**config.mk**
```make
export PLATFORM = sky130hd
export DESIGN_NAME = key_value_line_parser
export DESIGN_NICKNAME = d
export VERILOG_FILES = /design/src/rtl/core/kvlp_pkg.sv /design/src/rtl/core/kvlp_front.sv /design/src/rtl/core/kvlp_queue.sv /design/src/rtl/core/kvlp_back.sv /design/src/rtl/core/key_value_line_parser.sv
export VERILOG_INCLUDE_DIRS = /design/src /design/src/rtl/core
export SDC_FILE = /design/constraint.sdc
export NUM_CORES = 1
export LEC_CHECK = 0
export CORE_ASPECT_RATIO = 0.9
export CORE_UTILIZATION = 60
export DETAILED_ROUTE_END_ITERATION = 8
export DONT_BUFFER_PORTS = 1
export PLACE_DENSITY_LB_ADDON = 0.25
export SLEW_MARGIN = 20
export SYNTH_ARGS = -nofsm -noshare
export SYNTH_HDL_FRONTEND = slang
export SYNTH_SLANG_ARGS = --single-unit
```
**constraint.sdc**
```tcl
create_clock -name clk -period 6.69 [get_ports clk]
set_input_delay 0.3345 -clock clk [delete_from_list [all_inputs] [get_ports clk]]
set_output_delay 0.3345 -clock clk [all_outputs]
set_load 0.005 [all_outputs]
```
**src/rtl/core/key_value_line_parser_assert.svh**
```systemverilog
// assertion macros shared by the parser rtl
`ifndef KEY_VALUE_LINE_PARSER_ASSERT_SVH
`define KEY_VALUE_LINE_PARSER_ASSERT_SVH
`ifndef ASSERT_OFF
`define KVLP_ASSERT(lbl, prop, msg) \
    lbl: assert property (@(posedge clk) disable iff (!rst_n) prop) else $error(msg);
`define KVLP_ASSERT_NEVER(lbl, cond, msg) \
    lbl: assert property (@(posedge clk) disable iff (!rst_n) !(cond)) else $error(msg);
`else
`define KVLP_ASSERT(lbl, prop, msg)
`define KVLP_ASSERT_NEVER(lbl, cond, msg)
`endif
`endif

```
**src/rtl/core/kvlp_pkg.sv**
```systemverilog
// types and constants of the key/value line parser
package kvlp_pkg;

    localparam int MAX_FIELD = 4096;
    localparam int LEN_W     = 13;
    localparam int POS_W     = 12;
    localparam int Q_DEPTH   = 4;
    localparam int Q_PTR_W   = $clog2(Q_DEPTH);
    localparam int Q_CNT_W   = $clog2(Q_DEPTH + 1);
    localparam int OUT_DW    = 40;

    localparam logic [7:0] CH_COLON = 8'h3A;
    localparam logic [7:0] CH_HASH  = 8'h23;
    localparam logic [7:0] CH_NL    = 8'h0A;
    localparam logic [7:0] CH_SP    = 8'h20;
    localparam logic [7:0] CH_TAB   = 8'h09;

    typedef enum logic [2:0] {
        K_NAME_BYTE  = 3'd0,
        K_VALUE_BYTE = 3'd1,
        K_NAME_END   = 3'd2,
        K_RECORD_END = 3'd3,
        K_OK         = 3'd4,
        K_ERROR      = 3'd5
    } kind_t;

    typedef enum logic [1:0] {
        ERR_COMMENT    = 2'd0,
        ERR_TOO_LONG   = 2'd1,
        ERR_INCOMPLETE = 2'd2
    } err_t;

    // what the end of stream adds after the byte's own beat
    typedef enum logic [1:0] {
        TAIL_NONE   = 2'd0,
        TAIL_OK     = 2'd1,
        TAIL_INCOMP = 2'd2,
        TAIL_REC_OK = 2'd3
    } tail_t;

    typedef enum logic [6:0] {
        PH_START      = 7'b0000001,
        PH_NAME_LEAD  = 7'b0000010,
        PH_NAME       = 7'b0000100,
        PH_VALUE_LEAD = 7'b0001000,
        PH_VALUE      = 7'b0010000,
        PH_COMMENT    = 7'b0100000,
        PH_ERROR      = 7'b1000000
    } phase_t;

    typedef struct packed {
        logic              has_first;
        kind_t             kind;
        logic [7:0]        text_byte;
        logic [POS_W-1:0]  position;
        logic [LEN_W-1:0]  trim;
        err_t              err;
        tail_t             tail;
        logic [LEN_W-1:0]  tail_trim;
    } entry_t;

    typedef struct packed {
        logic valid;
        logic full;
    } q_stat_t;

endpackage

```
**src/rtl/core/kvlp_front.sv**
```systemverilog
// front end: classifies each byte, updates the parse state, builds a queue entry
module kvlp_front (
    input  logic           clk,
    input  logic           rst_n,
    input  logic           in_valid,
    input  logic [7:0]     in_byte,
    input  logic           in_eos,
    input  logic           q_full,
    output logic           in_ready,
    output logic           push,
    output kvlp_pkg::entry_t push_entry
);
    import kvlp_pkg::*;

    phase_t           phase_reg, phase_next;
    logic [LEN_W-1:0] len_reg, len_next;
    logic [LEN_W-1:0] trim_reg, trim_next;
    entry_t           ent;
    logic             accept;

    assign in_ready = !q_full;
    assign accept   = in_valid && in_ready;

    always_comb
    begin
        logic   blank;
        logic   do_store;
        logic   do_fail;
        kind_t  store_kind;
        phase_t store_phase;
        err_t   fail_code;

        blank       = (in_byte == CH_SP) || (in_byte == CH_TAB);
        do_store    = 1'b0;
        do_fail     = 1'b0;
        store_kind  = K_NAME_BYTE;
        store_phase = PH_NAME;
        fail_code   = ERR_COMMENT;
        phase_next  = phase_reg;
        len_next    = len_reg;
        trim_next   = trim_reg;
        ent         = '0;
        ent.kind    = K_OK;
        ent.err     = ERR_COMMENT;
        ent.tail    = TAIL_NONE;

        unique case (phase_reg)
            PH_START, PH_NAME_LEAD, PH_NAME:
            begin
                if (phase_reg == PH_START && in_byte == CH_NL)
                begin
                    // blank line
                end
                else if (in_byte == CH_COLON)
                begin
                    ent.has_first = 1'b1;
                    ent.kind      = K_NAME_END;
                    ent.trim      = trim_reg;
                    phase_next    = PH_VALUE_LEAD;
                    len_next      = '0;
                    trim_next     = '0;
                end
                else if (in_byte == CH_HASH)
                begin
                    if (len_reg != '0)
                    begin
                        do_fail   = 1'b1;
                        fail_code = ERR_COMMENT;
                    end
                    else
                    begin
                        phase_next = PH_COMMENT;
                    end
                end
                else if (len_reg == '0 && blank)
                begin
                    phase_next = PH_NAME_LEAD;
                end
                else
                begin
                    do_store    = 1'b1;
                    store_kind  = K_NAME_BYTE;
                    store_phase = PH_NAME;
                end
            end
            PH_VALUE_LEAD, PH_VALUE:
            begin
                if (in_byte == CH_NL)
                begin
                    ent.has_first = 1'b1;
                    ent.kind      = K_RECORD_END;
                    ent.trim      = trim_reg;
                    phase_next    = PH_START;
                    len_next      = '0;
                    trim_next     = '0;
                end
                else if (in_byte == CH_HASH)
                begin
                    if (len_reg == '0)
                    begin
                        do_fail   = 1'b1;
                        fail_code = ERR_COMMENT;
                    end
                    else
                    begin
                        ent.has_first = 1'b1;
                        ent.kind      = K_RECORD_END;
                        ent.trim      = trim_reg;
                        phase_next    = PH_COMMENT;
                        len_next      = '0;
                        trim_next     = '0;
                    end
                end
                else if (len_reg == '0 && blank)
                begin
                    phase_next = PH_VALUE_LEAD;
                end
                else
                begin
                    do_store    = 1'b1;
                    store_kind  = K_VALUE_BYTE;
                    store_phase = PH_VALUE;
                end
            end
            PH_COMMENT:
            begin
                if (in_byte == CH_NL)
                    phase_next = PH_START;
            end
            PH_ERROR:
            begin
                phase_next = PH_ERROR;
            end
            default:
            begin
                phase_next = PH_ERROR;
            end
        endcase

        if (do_store)
        begin
            if (len_reg >= LEN_W'(MAX_FIELD))
            begin
                do_fail   = 1'b1;
                fail_code = ERR_TOO_LONG;
            end
            else
            begin
                ent.has_first = 1'b1;
                ent.kind      = store_kind;
                ent.text_byte = in_byte;
                ent.position  = len_reg[POS_W-1:0];
                len_next      = len_reg + LEN_W'(1);
                if (!blank)
                    trim_next = len_reg + LEN_W'(1);
                phase_next    = store_phase;
            end
        end

        if (do_fail)
        begin
            ent.has_first = 1'b1;
            ent.kind      = K_ERROR;
            ent.err       = fail_code;
            phase_next    = PH_ERROR;
            len_next      = '0;
            trim_next     = '0;
        end

        if (in_eos)
        begin
            unique case (phase_next)
                PH_START, PH_NAME_LEAD, PH_COMMENT: ent.tail = TAIL_OK;
                PH_NAME, PH_VALUE_LEAD:             ent.tail = TAIL_INCOMP;
                PH_VALUE:
                begin
                    ent.tail      = TAIL_REC_OK;
                    ent.tail_trim = trim_next;
                end
                default:                            ent.tail = TAIL_NONE;
            endcase
            phase_next = PH_START;
            len_next   = '0;
            trim_next  = '0;
        end
    end

    assign push       = accept && (ent.has_first || ent.tail != TAIL_NONE);
    assign push_entry = ent;

    always_ff @(posedge clk or negedge rst_n)
    begin
        if (!rst_n)
        begin
            phase_reg <= PH_START;
            len_reg   <= '0;
            trim_reg  <= '0;
        end
        else if (accept)
        begin
            phase_reg <= phase_next;
            len_reg   <= len_next;
            trim_reg  <= trim_next;
        end
    end

`include "key_value_line_parser_assert.svh"

    `KVLP_ASSERT(a_trim_le_len, trim_reg <= len_reg, "trimmed length exceeds field length")
    `KVLP_ASSERT(a_len_limit, len_reg <= LEN_W'(MAX_FIELD), "field length beyond limit")
    `KVLP_ASSERT_NEVER(a_err_silent, push && phase_reg == PH_ERROR, "beat queued while in error")

endmodule

```
**src/rtl/core/kvlp_queue.sv**
```systemverilog
// short fifo of classified entries between front and back
module kvlp_queue (
    input  logic              clk,
    input  logic              rst_n,
    input  logic              push,
    input  kvlp_pkg::entry_t  din,
    input  logic              pop,
    output kvlp_pkg::entry_t  dout,
    output kvlp_pkg::q_stat_t stat
);
    import kvlp_pkg::*;

    entry_t             mem_reg [Q_DEPTH];
    logic [Q_PTR_W-1:0] wr_ptr_reg, rd_ptr_reg;
    logic [Q_CNT_W-1:0] cnt_reg, cnt_next;
    logic               do_push, do_pop;

    assign stat.valid = (cnt_reg != '0);
    assign stat.full  = (cnt_reg == Q_CNT_W'(Q_DEPTH));
    assign do_push    = push && !stat.full;
    assign do_pop     = pop && stat.valid;
    assign dout       = mem_reg[rd_ptr_reg];

    always_comb
    begin
        cnt_next = cnt_reg;
        if (do_push && !do_pop)
            cnt_next = cnt_reg + Q_CNT_W'(1);
        else if (do_pop && !do_push)
            cnt_next = cnt_reg - Q_CNT_W'(1);
    end

    always_ff @(posedge clk)
    begin
        if (do_push)
            mem_reg[wr_ptr_reg] <= din;
    end

    always_ff @(posedge clk or negedge rst_n)
    begin
        if (!rst_n)
        begin
            wr_ptr_reg <= '0;
            rd_ptr_reg <= '0;
            cnt_reg    <= '0;
        end
        else
        begin
            if (do_push)
                wr_ptr_reg <= wr_ptr_reg + Q_PTR_W'(1);
            if (do_pop)
                rd_ptr_reg <= rd_ptr_reg + Q_PTR_W'(1);
            cnt_reg <= cnt_next;
        end
    end

`include "key_value_line_parser_assert.svh"

    `KVLP_ASSERT(a_cnt_range, cnt_reg <= Q_CNT_W'(Q_DEPTH), "queue count beyond depth")
    `KVLP_ASSERT_NEVER(a_push_full, push && stat.full, "push into full queue")

endmodule

```
**src/rtl/core/kvlp_back.sv**
```systemverilog
// back end: expands each queue entry into one to three output beats
module kvlp_back (
    input  logic                          clk,
    input  logic                          rst_n,
    input  kvlp_pkg::entry_t              head,
    input  kvlp_pkg::q_stat_t             stat,
    output logic                          pop,
    output logic                          out_valid,
    input  logic                          out_ready,
    output logic [kvlp_pkg::OUT_DW-1:0]   out_data,
    output logic [2:0]                    out_kind,
    output logic                          out_last
);
    import kvlp_pkg::*;

    logic [1:0]       step_reg;
    logic [1:0]       beat_cnt;
    logic             load;
    logic             entry_done;
    kind_t            b_kind;
    logic [7:0]       b_byte;
    logic [POS_W-1:0] b_pos;
    logic [LEN_W-1:0] b_trim;
    err_t             b_err;

    logic             valid_reg;
    kind_t            kind_reg;
    logic [7:0]       byte_reg;
    logic [POS_W-1:0] pos_reg;
    logic [LEN_W-1:0] trim_reg;
    err_t             err_reg;
    logic             last_reg;

    always_comb
    begin
        logic [1:0] tail_len;
        logic [1:0] j;

        unique case (head.tail)
            TAIL_NONE:              tail_len = 2'd0;
            TAIL_OK, TAIL_INCOMP:   tail_len = 2'd1;
            TAIL_REC_OK:            tail_len = 2'd2;
            default:                tail_len = 2'd0;
        endcase
        beat_cnt = tail_len + {1'b0, head.has_first};
        j        = step_reg - {1'b0, head.has_first};

        b_kind = K_OK;
        b_byte = '0;
        b_pos  = '0;
        b_trim = '0;
        b_err  = ERR_COMMENT;
        if (head.has_first && step_reg == 2'd0)
        begin
            b_kind = head.kind;
            b_byte = head.text_byte;
            b_pos  = head.position;
            b_trim = head.trim;
            b_err  = head.err;
        end
        else
        begin
            unique case (head.tail)
                TAIL_INCOMP:
                begin
                    b_kind = K_ERROR;
                    b_err  = ERR_INCOMPLETE;
                end
                TAIL_REC_OK:
                begin
                    if (j == 2'd0)
                    begin
                        b_kind = K_RECORD_END;
                        b_trim = head.tail_trim;
                    end
                end
                default:
                begin
                    b_kind = K_OK;
                end
            endcase
        end
    end

    assign load       = stat.valid && (!valid_reg || out_ready);
    assign entry_done = (step_reg == beat_cnt - 2'd1);
    assign pop        = load && entry_done;

    always_ff @(posedge clk or negedge rst_n)
    begin
        if (!rst_n)
        begin
            valid_reg <= 1'b0;
            step_reg  <= '0;
        end
        else
        begin
            if (load)
            begin
                valid_reg <= 1'b1;
                step_reg  <= entry_done ? 2'd0 : step_reg + 2'd1;
            end
            else if (out_ready)
            begin
                valid_reg <= 1'b0;
            end
        end
    end

    always_ff @(posedge clk)
    begin
        if (load)
        begin
            kind_reg <= b_kind;
            byte_reg <= b_byte;
            pos_reg  <= b_pos;
            trim_reg <= b_trim;
            err_reg  <= b_err;
            last_reg <= entry_done;
        end
    end

    assign out_valid = valid_reg;
    assign out_kind  = kind_reg;
    assign out_last  = last_reg;
    assign out_data  = {5'b0, err_reg, trim_reg, pos_reg, byte_reg};

`include "key_value_line_parser_assert.svh"

    `KVLP_ASSERT(a_step_range, stat.valid |-> (step_reg < beat_cnt), "beat step past entry")
    `KVLP_ASSERT(a_step_idle, !stat.valid |-> (step_reg == 2'd0), "step left over with empty queue")

endmodule

```
**src/rtl/core/key_value_line_parser.sv**
```systemverilog
// top level of the key/value line parser
//
//  channel | dir | beat contents
//  s_*     | in  | tdata[7:0] data_byte, tlast end_of_stream
//  m_*     | out | tuser kind, tdata text_byte/position/trimmed_length/error_code,
//          |     | tlast last_result
//
// one input byte per cycle enters the front stage while s_tready is high; the front state
// is registered on each accepted byte. each byte gives zero to three output beats, sent
// one per cycle from a 4-entry queue while m_tready is high, so the output port sets the
// rate when bytes produce more than one beat. an input beat passes the queue entry, then
// the output register. reset clears parse state, queue and output valid; no clearing
// pass. s_tready drops only while the queue is full; m_tready low holds the output register
module key_value_line_parser (
    input  logic        clk,
    input  logic        rst_n,
    input  logic        s_tvalid,
    output logic        s_tready,
    input  logic [7:0]  s_tdata,   // [7:0] data_byte
    input  logic        s_tlast,
    output logic        m_tvalid,
    input  logic        m_tready,
    output logic [39:0] m_tdata,   // [7:0] text_byte, [19:8] position,
                                   // [32:20] trimmed_length, [34:33] error_code
    output logic [2:0]  m_tuser,   // [2:0] kind
    output logic        m_tlast
);
    import kvlp_pkg::*;

    logic    push, pop;
    entry_t  push_entry, head;
    q_stat_t stat;

    kvlp_front u_front (
        .clk        (clk),
        .rst_n      (rst_n),
        .in_valid   (s_tvalid),
        .in_byte    (s_tdata),
        .in_eos     (s_tlast),
        .q_full     (stat.full),
        .in_ready   (s_tready),
        .push       (push),
        .push_entry (push_entry)
    );

    kvlp_queue u_queue (
        .clk   (clk),
        .rst_n (rst_n),
        .push  (push),
        .din   (push_entry),
        .pop   (pop),
        .dout  (head),
        .stat  (stat)
    );

    kvlp_back u_back (
        .clk       (clk),
        .rst_n     (rst_n),
        .head      (head),
        .stat      (stat),
        .pop       (pop),
        .out_valid (m_tvalid),
        .out_ready (m_tready),
        .out_data  (m_tdata),
        .out_kind  (m_tuser),
        .out_last  (m_tlast)
    );

endmodule
```
Yosys cells after proc, flatten, opt, wreduce, memory -nomap -nowiden
Memory sizes are Yosys's and may differ from the RTL's.
Cells that the tools add are included.

storage, ports and cells
  flip-flop bits (word level) = 82
  memory bits (writable) = 216
  input bits = 13
  output and inout bits = 46
  memories = 1

memory list
  memory           depth  width  read ports  clocked after memory_dff  wr ports  RTL line          source
  u_queue.mem_reg  4      54     1           0                         1         kvlp_queue.sv:13  entry_t mem_reg [Q_DEPTH];

operators by class
  add/subtract/negate cells = 9
  $lt $le $gt $ge = 1
  equality and inequality tests = 22
  multiplexer cells = 97
  reduce and logical (&&, ||, !) cells = 32

operators by type and width
  kind                                                        number
  two-way mux 13 bit                                          28
  two-way mux 7 bit                                           17
  one-hot mux 13 bit (2 select lines)                         3
  two-way mux 24 bit                                          2
  == test 8 x 6 -> 1 bit (second input constant)              3
  two-way mux 4 bit                                           6
  two-way mux 3 bit                                           7
  one-hot mux 7 bit (3 select lines)                          1
  two-way mux 1 bit                                           20
  == test 8 x 4 -> 1 bit (second input constant)              2
  two-way mux 15 bit                                          1
  == test 7 x 1 -> 1 bit (second input constant)              2
  == test 7 x 2 -> 1 bit (second input constant)              2
  == test 7 x 3 -> 1 bit (second input constant)              2
  == test 7 x 4 -> 1 bit (second input constant)              2
  == test 7 x 5 -> 1 bit (second input constant)              2
  == test 7 x 6 -> 1 bit (second input constant)              2
  adder 13 x 1 -> 13 bit (second input constant)              1
  greater-or-equal comparator 13 bit (second input constant)  1
  logical NOT 13 bit                                          1
  nonzero test 13 bit                                         1
  one-hot mux 2 bit (3 select lines)                          2
  logical AND 1 bit                                           11
  two-way mux 2 bit                                           5
  21 further kinds                                            37

Logic depth before layout (Yosys ltp)
Gate-level depths: netlist of run 1.

  depth in word-level cells = 23
  mapped depth = 16
  mapped depth without buffers = 15

Hierarchy
A second synthesis of run 1 with hierarchy kept.

unflattened totals
  cell total of the unflattened synthesis = 792
  area, all modules = 12782.3 µm²

by module, submodules not included
  module      instances  cells each  area each (µm²)
  kvlp_queue  1          317         8207.9
  kvlp_front  1          352         2760.1
  kvlp_back   1          123         1814.2

Worst setup path before layout of run 1
OpenSTA, ideal clock, no wires.

  path type = reg-to-reg
  start = reg u_queue.cnt_reg[0]
  end = reg u_queue.cnt_reg[1]
  library setup time = 125 ps
  arrival = 3964 ps
  required time = 6565 ps
  setup slack = 2601 ps
  stages on the path, launching flop included = 8
  path buffers = 0
  clock period less this slack = 4089 ps
  path through = dfrtp_1 nor3_1 a21oi_1 nand2_1 ha_1 inv_1 fa_1 mux2_2

RTL lines
  item                     RTL line          source
  from (decl)              kvlp_queue.sv:15  logic [Q_CNT_W-1:0] cnt_reg, cnt_next;
  from (signal assigned)   kvlp_queue.sv:53  cnt_reg <= cnt_next;
  nonzero test 3 bit       kvlp_queue.sv:18  assign stat.valid = (cnt_reg != '0);
  logical AND 1 bit        kvlp_back.sv:85   assign load = stat.valid && (!valid_reg || out_ready);
  via u_back.load          kvlp_back.sv:18   logic load;
  logical AND 1 bit        kvlp_back.sv:87   assign pop = load && entry_done;
  logical AND 1 bit        kvlp_queue.sv:21  assign do_pop = pop && stat.valid;
  logical NOT 1 bit        kvlp_queue.sv:27  if (do_push && !do_pop)
  logical AND 1 bit        kvlp_queue.sv:27
  two-way mux 3 bit        kvlp_queue.sv:27
  via u_queue.cnt_next[1]  kvlp_queue.sv:15

The timed path passes the listed nets, and every way through them passes these cells. The select of a mux whose other input is x is not followed.
A chain may end at the register's enable or synchronous reset.

Worst setup path in the final report of run 1
  start = reg u_front.phase_reg[5]
  end = mem u_queue.mem_reg[3][22] in the netlist's numbering (enable)

between the ends
  longest elaborated chain between the ends = 18

RTL lines
  item                                         RTL line                            source
  from (decl)                                  kvlp_front.sv:15                    phase_t phase_reg, phase_next;
  from (signal assigned)                       kvlp_front.sv:201                   phase_reg <= phase_next;
  two-way mux 7 bit (on tied branches)         kvlp_front.sv:75, kvlp_front.sv:65
  two-way mux 7 bit                            kvlp_front.sv:63                    else if (in_byte == CH_HASH)
  two-way mux 7 bit                            kvlp_front.sv:54                    else if (in_byte == CH_COLON)
  two-way mux 7 bit                            kvlp_front.sv:50                    if (phase_reg == PH_START && in_byte == CH_NL)
  one-hot mux 7 bit (3 select lines)           kvlp_front.sv:47                    unique case (phase_reg)
  two-way mux 7 bit                            kvlp_front.sv:142                   if (len_reg >= LEN_W'(MAX_FIELD))
  two-way mux 7 bit                            kvlp_front.sv:140                   if (do_store)
  two-way mux 7 bit                            kvlp_front.sv:160                   if (do_fail)
  (+3 left out)                                --
  two-way mux 15 bit                           kvlp_front.sv:170                   if (in_eos)
  nonzero test 2 bit                           kvlp_front.sv:188                   assign push = accept && (ent.has_first || ent.tail != TAIL_NONE);
  logical OR 1 bit (*)                         kvlp_front.sv:188
  logical AND 1 bit (*)                        kvlp_front.sv:188
  logical AND 1 bit (*)                        kvlp_queue.sv:20                    assign do_push = push && !stat.full;
  via u_queue.do_push                          kvlp_queue.sv:16                    logic do_push, do_pop;
  two-way mux 1 bit (*)                        kvlp_queue.sv:35                    if (do_push)
  two-way mux 1 bit (not written as such) (*)  kvlp_queue.sv:36                    mem_reg[wr_ptr_reg] <= din;
  to (decl)                                    kvlp_queue.sv:13

The timed path passes the listed nets; every way through them passes the cells marked *.

==> flow_summary.yaml, run 1 <==
cells_and_area:
  largest_register_ffs: 212
  final_cell_mix: "edfxtp_1, mux4_2, nand2_1"
  final_common_cell: "edfxtp_1"
  finish.net_count: 813
  syn2layout_area_growth_pct: 9.04
  antenna_cells: 0
  drive_above_1_share_pct: 15.9
power_and_ir_drop:
  power.share.clock_pct: 25.3
  p_sw_mw: 1.83
  p_leak_nw: 4.83
  seqPwrFrac_pct: 46.3
  powerDensity_nw_per_um2: 423
  finalPower_mw: 5.76
  peakVddDrop_uv: 327
  sw_frac_of_total_pct: 31.8
  combinationalPowerShare_pct: 28.4
  intPower_mw: 3.92
grt:
  grt_use_total_pct: 23.6
  grt_start_max_net_pins: 46
  grt_antenna_before_repair: 0
  grt_pass1_vias: 6883
  grt-ovfl-total: 0
  grt_pass1_wl_um: 38300
drt:
  drt_first_pass_iters: 5
  drc: 0
  dr_total_vias: 6917
  viasPerCell: 6.50
  drt-total-wl_um: 24400
  first_iter_violations: 657
  ant_nets: 0
  wl_per_cell_um: 23.0
critical_path:
  cpPeakStageDelay_ps: 900
  cp_num_buf_inv: 3
  critical_path.top_delay_family: "simple AND/OR/NAND/NOR gates"
  cp_max_fo: 37
  cp_common_cell: "buf_4"
  end_kind: "register"
  cp-start-kind: "register"
  r2r_end: "u_queue.mem_reg[3][22]"
  crit_chain: "nor4_1, o211ai_1, nor3_1, a21oi_1, buf_4, inv_1, o31ai_4, nor2_4, and2_2, buf_4"
  reg2reg_slack_ps: 2300
  ff2ff_path_depth: 10
  cp.arrival_ps: 4630
  slowest_stage: "and2_2"
  crit_type: "reg -> reg"
  r2r_start: "u_front.phase_reg[5]"
  cp.required_ps: 6930
placed_design:
  io_buffer_count: 0
  dp_hpwl_um: 15300
  place_congestion: 0.922
yosys:
  synth_top_flop_cell: "edfxtp_1"
  synthesis.area_sq_um: 12500
  synthCells: 786
  synth-edff-count: 251
  async_reset_ff_share_pct: 14.6
  synth.distinct_cells: 72
  yosysSeqAreaShare_pct: 69.0
  avgSynthCellArea_sq_um: 15.9
  ys_ff_latch: 294
  yosysWarnings: 0
timing:
  rsz0062_at_grt: "false"
  period_share_pct: 65.6
  slew-limit-headroom_pct: 28.3
  drv_slew: 0
  hold_viol_final: 0
  clock.fmax_mhz: 228
  max_slew.worst_pin.slew_ps: 1080
  setup_tns_ps: 0
  fin_worst_skew_ps: 12.8
  setup_viol: 0
  period_needed_ps: 4390
cts:
  cts_tree: "built"
  clock-sinks: 294
  cts_setup_buffers: 0
  cts_buffers: 29
  clockBufferDepth: 3
  cts_root_buf: "clkbuf_16"
  htree_levels: 1
  clk_pin_slew_ps: 60
  clk_latency_ps: 550
hold_path:
  min_to: "u_queue.mem_reg[3][42]"
  hp-class: "in -> reg"
  holdPathStages: 1
  hold_path_startpoint: "s_tdata[0]"
floorplan:
  initial_core_util_pct: 61.9
  die_x_um: 154
  coreArea_sq_um: 20200
  die_h_um: 139
  ioPinCount: 59
  dieArea_sq_um: 21400
  num_rows: 49
run_status:
  outcome: "finished, final reports clean"
flow_run:
  drv_cap: 0
through the flow:
stage / util (%) / instances / area [sq um] / setup slack [ps] / hold WS (ps)
global route: 67.4 / 1064 / 13600 / 1940 / 63.2
CTS: 67.4 / 1064 / 13600 / 2260 / 46.1
floorplan: - / 790 / 12500 / 2600 / 38.9
detailed placement: 63.0 / 1007 / 12700 / 2210 / 42.4
global placement: 62.9 / 1007 / 12700 / 2200 / 42.6
finish: 67.4 / 1064 / 13600 / 2300 / 67.7
cell families (layout without fill, tap and decap cells):
family | count (synthesis) | after routing | share of synthesized area, %
AND/OR/NAND/NOR | 219 | 219 | 9.51
flip-flops | 294 | 294 | 69.0
adder cells (fa/ha/maj) | 13 | 13 | 1.36
AO/OA/AOI/OAI | 107 | 107 | 6.09
XOR/XNOR | 20 | 20 | 1.40
buffers and inverters | 72 | 91 | 2.38
other | 1 | 5 | 0.0301
multiplexers | 60 | 60 | 10.2
layer usage:
layer	track usage, %	vias up	wire, um
li1	-	3032	-
met1	33.7	3517	10200
met2	38.1	310	11700
met3	3.34	58	1770
met4	7.47	0	795
met5	0	-	0
area by class of cell:
class,instances,area [sq um]
Multi-Input combinational cell,424,3600
Inverter,25,93.8
Fill cell,1348,6570
Clock inverter,10,60.1
Tap cell,255,319
Clock buffer,43,788
Sequential cell,294,8620
Timing Repair Buffer,13,125
worst max path at each step:
| stage | start | endpoint | slack (ps) | depth (start not counted) |
|---|---|---|---|---|
| after global placement | s_tdata[2] | u_queue.mem_reg[2][17] | 2200 | 10 |
| after CTS | u_front.phase_reg[3] | u_queue.mem_reg[3][21] | 2260 | 10 |
| final | u_front.phase_reg[5] | u_queue.mem_reg[3][22] | 2300 | 10 |
| after detailed placement | s_tdata[2] | u_queue.mem_reg[3][29] | 2210 | 10 |
| after floorplan | u_queue.cnt_reg[0] | u_queue.cnt_reg[1] | 2600 | 7 |
| after global routing | u_front.phase_reg[5] | u_queue.mem_reg[3][21] | 1940 | 10 |
cell usage after synthesis (7+ instances only):
| cell type | number | area (sq um) |
|---|---|---|
| nor3_1 | 7 | 35.0 |
| and2_1 | 42 | 263 |
| a31oi_1 | 11 | 68.8 |
| a21oi_1 | 8 | 40.0 |
| xnor2_1 | 13 | 114 |
| ha_1 | 12 | 150 |
| nand3_1 | 28 | 140 |
| mux4_2 | 53 | 1190 |
| o2bb2ai_1 | 10 | 87.6 |
| nand2_1 | 41 | 154 |
| nor2_1 | 39 | 146 |
| xor2_1 | 7 | 61.3 |
| inv_1 | 24 | 90.1 |
| edfxtp_1 | 251 | 7540 |
| clkbuf_1 | 30 | 113 |
| and3_1 | 28 | 175 |
| o21ai_0 | 32 | 160 |
| dfrtp_1 | 42 | 1050 |
what timing repair did:
action | in CTS | in global routing
setup endpoints to repair | 0 | 0
resized for setup | 0 | 0
hold endpoints to repair | 45 | 0
hold buffers | 4 | 0
power groups by stage:
| stage | sequential (mW) | clock [mW] | combinational (mW) |
|---|---|---|---|
| 5_1_grt | 2.71 | 1.55 | 1.77 |
| 3_3_place_gp | 2.69 | 0 | 1.57 |
| 4_1_cts | 2.67 | 1.48 | 1.64 |
| 3_5_place_dp | 2.71 | 0 | 1.62 |
| 6_report | 2.66 | 1.46 | 1.63 |
| 2_1_floorplan | 2.58 | 0 | 1.31 |
(Power assumes the default switching activity.)
==> inputs of run 2 (changes only) <==
- ABC_AREA: default -> 1
- clock period: 6.69 -> 4.2 ns (I/O delays scaled with it)
==> run 2 against run 1 <==
Sequential power grew 59%. Largest cell class unchanged. Critical path type unchanged. First-iteration DRC count up 26%. Worst hold slack worse by 41 ps.
==> flow_summary.yaml, run 2 <==
grt:
  grt_pass1_wl_um: 43200
  grt_antenna_before_repair: 0
  grt-ovfl-total: 0
  grt_use_total_pct: 25.6
  grt_start_max_net_pins: 87
  grt_pass1_vias: 8249
cells_and_area:
  antenna_cells: 0
  final_cell_mix: "edfxtp_1, nor2_1, o21ai_0"
  drive_above_1_share_pct: 9.90
  syn2layout_area_growth_pct: 11.2
  nFillCells: 1496
  stdcell_count: 1498
  final_common_cell: "edfxtp_1"
  largest_register_ffs: 212
  finish.net_count: 1214
drt:
  wl_per_cell_um: 18.4
  drt-total-wl_um: 27500
  first_iter_violations: 825
  dr_total_vias: 8663
  viasPerCell: 5.78
  drt_first_pass_iters: 5
  ant_nets: 0
  drc: 0
timing:
  rsz0062_at_grt: "false"
  max_slew.worst_pin.slew_ps: 875
  slew-limit-headroom_pct: 41.7
  fin_worst_skew_ps: 22.2
  period_needed_ps: 3590
  setup_viol: 0
  setup_tns_ps: 0
  hold_viol_final: 0
  period_share_pct: 85.6
  drv_slew: 0
  clock.fmax_mhz: 278
yosys:
  avgSynthCellArea_sq_um: 10.9
  synth_top_flop_cell: "edfxtp_1"
  synthTopCellsByArea: "edfxtp_1, dfrtp_1, nor2_1"
  synthCells: 1178
  synth_largest_area_cell: "edfxtp_1"
  synth_top_cell_area_share_pct: 58.9
  synth_common_cells: "edfxtp_1, nor2_1, o21ai_0"
  yosysWarnings: 0
  yosysMostFrequentCell: "edfxtp_1"
  synth.distinct_cells: 47
  async_reset_ff_share_pct: 14.6
  synth-edff-count: 251
  synthesis.area_sq_um: 12800
  ys_ff_latch: 294
  yosysSeqAreaShare_pct: 67.3
run_status:
  outcome: "finished, final reports clean"
floorplan:
  coreArea_sq_um: 20800
  die_x_um: 156
  initial_core_util_pct: 61.5
  ioPinCount: 59
  dieArea_sq_um: 21900
  die_h_um: 141
  num_rows: 50
cts:
  htree_levels: 1
  clockBufferDepth: 3
  clk_pin_slew_ps: 60
  clock-sinks: 294
  cts_buffers: 30
  cts_tree: "built"
  clk_latency_ps: 560
  cts_setup_buffers: 0
  cts_root_buf: "clkbuf_16"
critical_path:
  end_kind: "register"
  r2r_start: "u_queue.rd_ptr_reg[1]"
  cp_max_fo: 12
  cp.required_ps: 4620
  startpoint: "u_queue.rd_ptr_reg[1]"
  cp.arrival_ps: 4010
  crit_type: "reg -> reg"
  reg2reg_slack_ps: 610
  r2r_end: "u_queue.cnt_reg[2]"
  crit_end: "u_queue.cnt_reg[2]"
  ff2ff_path_depth: 16
  cp-start-kind: "register"
power_and_ir_drop:
  peakVddDrop_uv: 522
  powerDensity_nw_per_um2: 713
  p_leak_nw: 5.38
hold_path:
  hp-class: "in -> reg"
  hold_path_startpoint: "s_tdata[4]"
placed_design:
  dp_hpwl_um: 16600
  dp.cells: 1431
  place_congestion: 0.899
  io_buffer_count: 0
flow_run:
  drv_cap: 0
## run 2: report_power, final
part	switching, mW	total (mW)	internal [mW]
sequential	0.211	4.24	4.02
combinational	2.39	3.32	0.932
clock	1.07	2.59	1.52
total	3.67	10.1	6.48
## run 2: logic make-up after synthesis
group	after synthesis	synth area share, %
xor gates and xnor gates	11	0.753
adders and majority gates	13	1.33
and+or+nand+nor	438	14.5
other	1	0.0293
buffers and inverters	168	5.29
DFF	294	67.3
AOI/OAI and AO/OA	253	10.8
## run 2: metrics by stage
| step | power [mW] | hold slack (ps) | area (sq um) | util, % | worst slack, ps |
|---|---|---|---|---|---|
| 3_5_place_dp | 7.56 | -82.7 | 13100 | 63.1 | 640 |
| 5_1_grt | 10.7 | 51.9 | 14200 | 68.3 | 327 |
| 4_1_cts | 10.2 | 10.1 | 14200 | 68.3 | 621 |
| 2_1_floorplan | 6.64 | -85.6 | 12800 | - | -345 |
| 6_report | 10.1 | 26.9 | 14200 | 68.3 | 605 |
| 3_3_place_gp | 7.47 | -82.1 | 13100 | 63.1 | 683 |
## run 2: routing by layer
metal  vias up  wire, um  track usage [%]
li1       4097         -                -
met1      4185     12200             37.3
met2       332     12700             40.6
met3        49      1890             3.47
met4         0       671             7.59
met5         -         0                0
## run 2: layout make-up
cell class / instances / area (sq um) / area share [%]
Clock buffer: 38 / 791 / 5.55
Timing Repair Buffer: 34 / 313 / 2.20
Inverter: 108 / 405 / 2.85
Tap cell: 286 / 358 / 2.51
Clock inverter: 18 / 185 / 1.30
Multi-Input combinational cell: 720 / 3570 / 25.1
Sequential cell: 294 / 8620 / 60.5
## run 2: worst min path at each step
stage | cells past startpoint | to | slack [ps]
2_1_floorplan | 0 | u_back.out_valid | -90
3_3_place_gp | 0 | u_queue.wr_ptr_reg[1] | -80
3_5_place_dp | 0 | u_queue.wr_ptr_reg[1] | -80
4_1_cts | 2 | u_queue.mem_reg[0][46] | 10
5_1_grt | 2 | u_queue.mem_reg[2][49] | 50
6_report | 2 | u_queue.mem_reg[0][46] | 30
## run 2: timing repair
item,in CTS,in global routing
hold buffers,11,0
endpoints found under the hold margin,68,0
setup endpoints to repair,0,0
resized for setup,0,0
## run 2: worst max-delay path, stage by stage, from the launching register on
cell and delay [ps]:
dfrtp_1 360, clkinv_1 310, a32oi_1 410, inv_1 80, ha_1 280, ha_1 210, xor2_1 140, or2_2 270
nand3_1 170, nor2_1 80, inv_1 110, ha_1 150, inv_1 70, fa_1 430, a21oi_1 140, o21ai_0 110
xor2_1 150
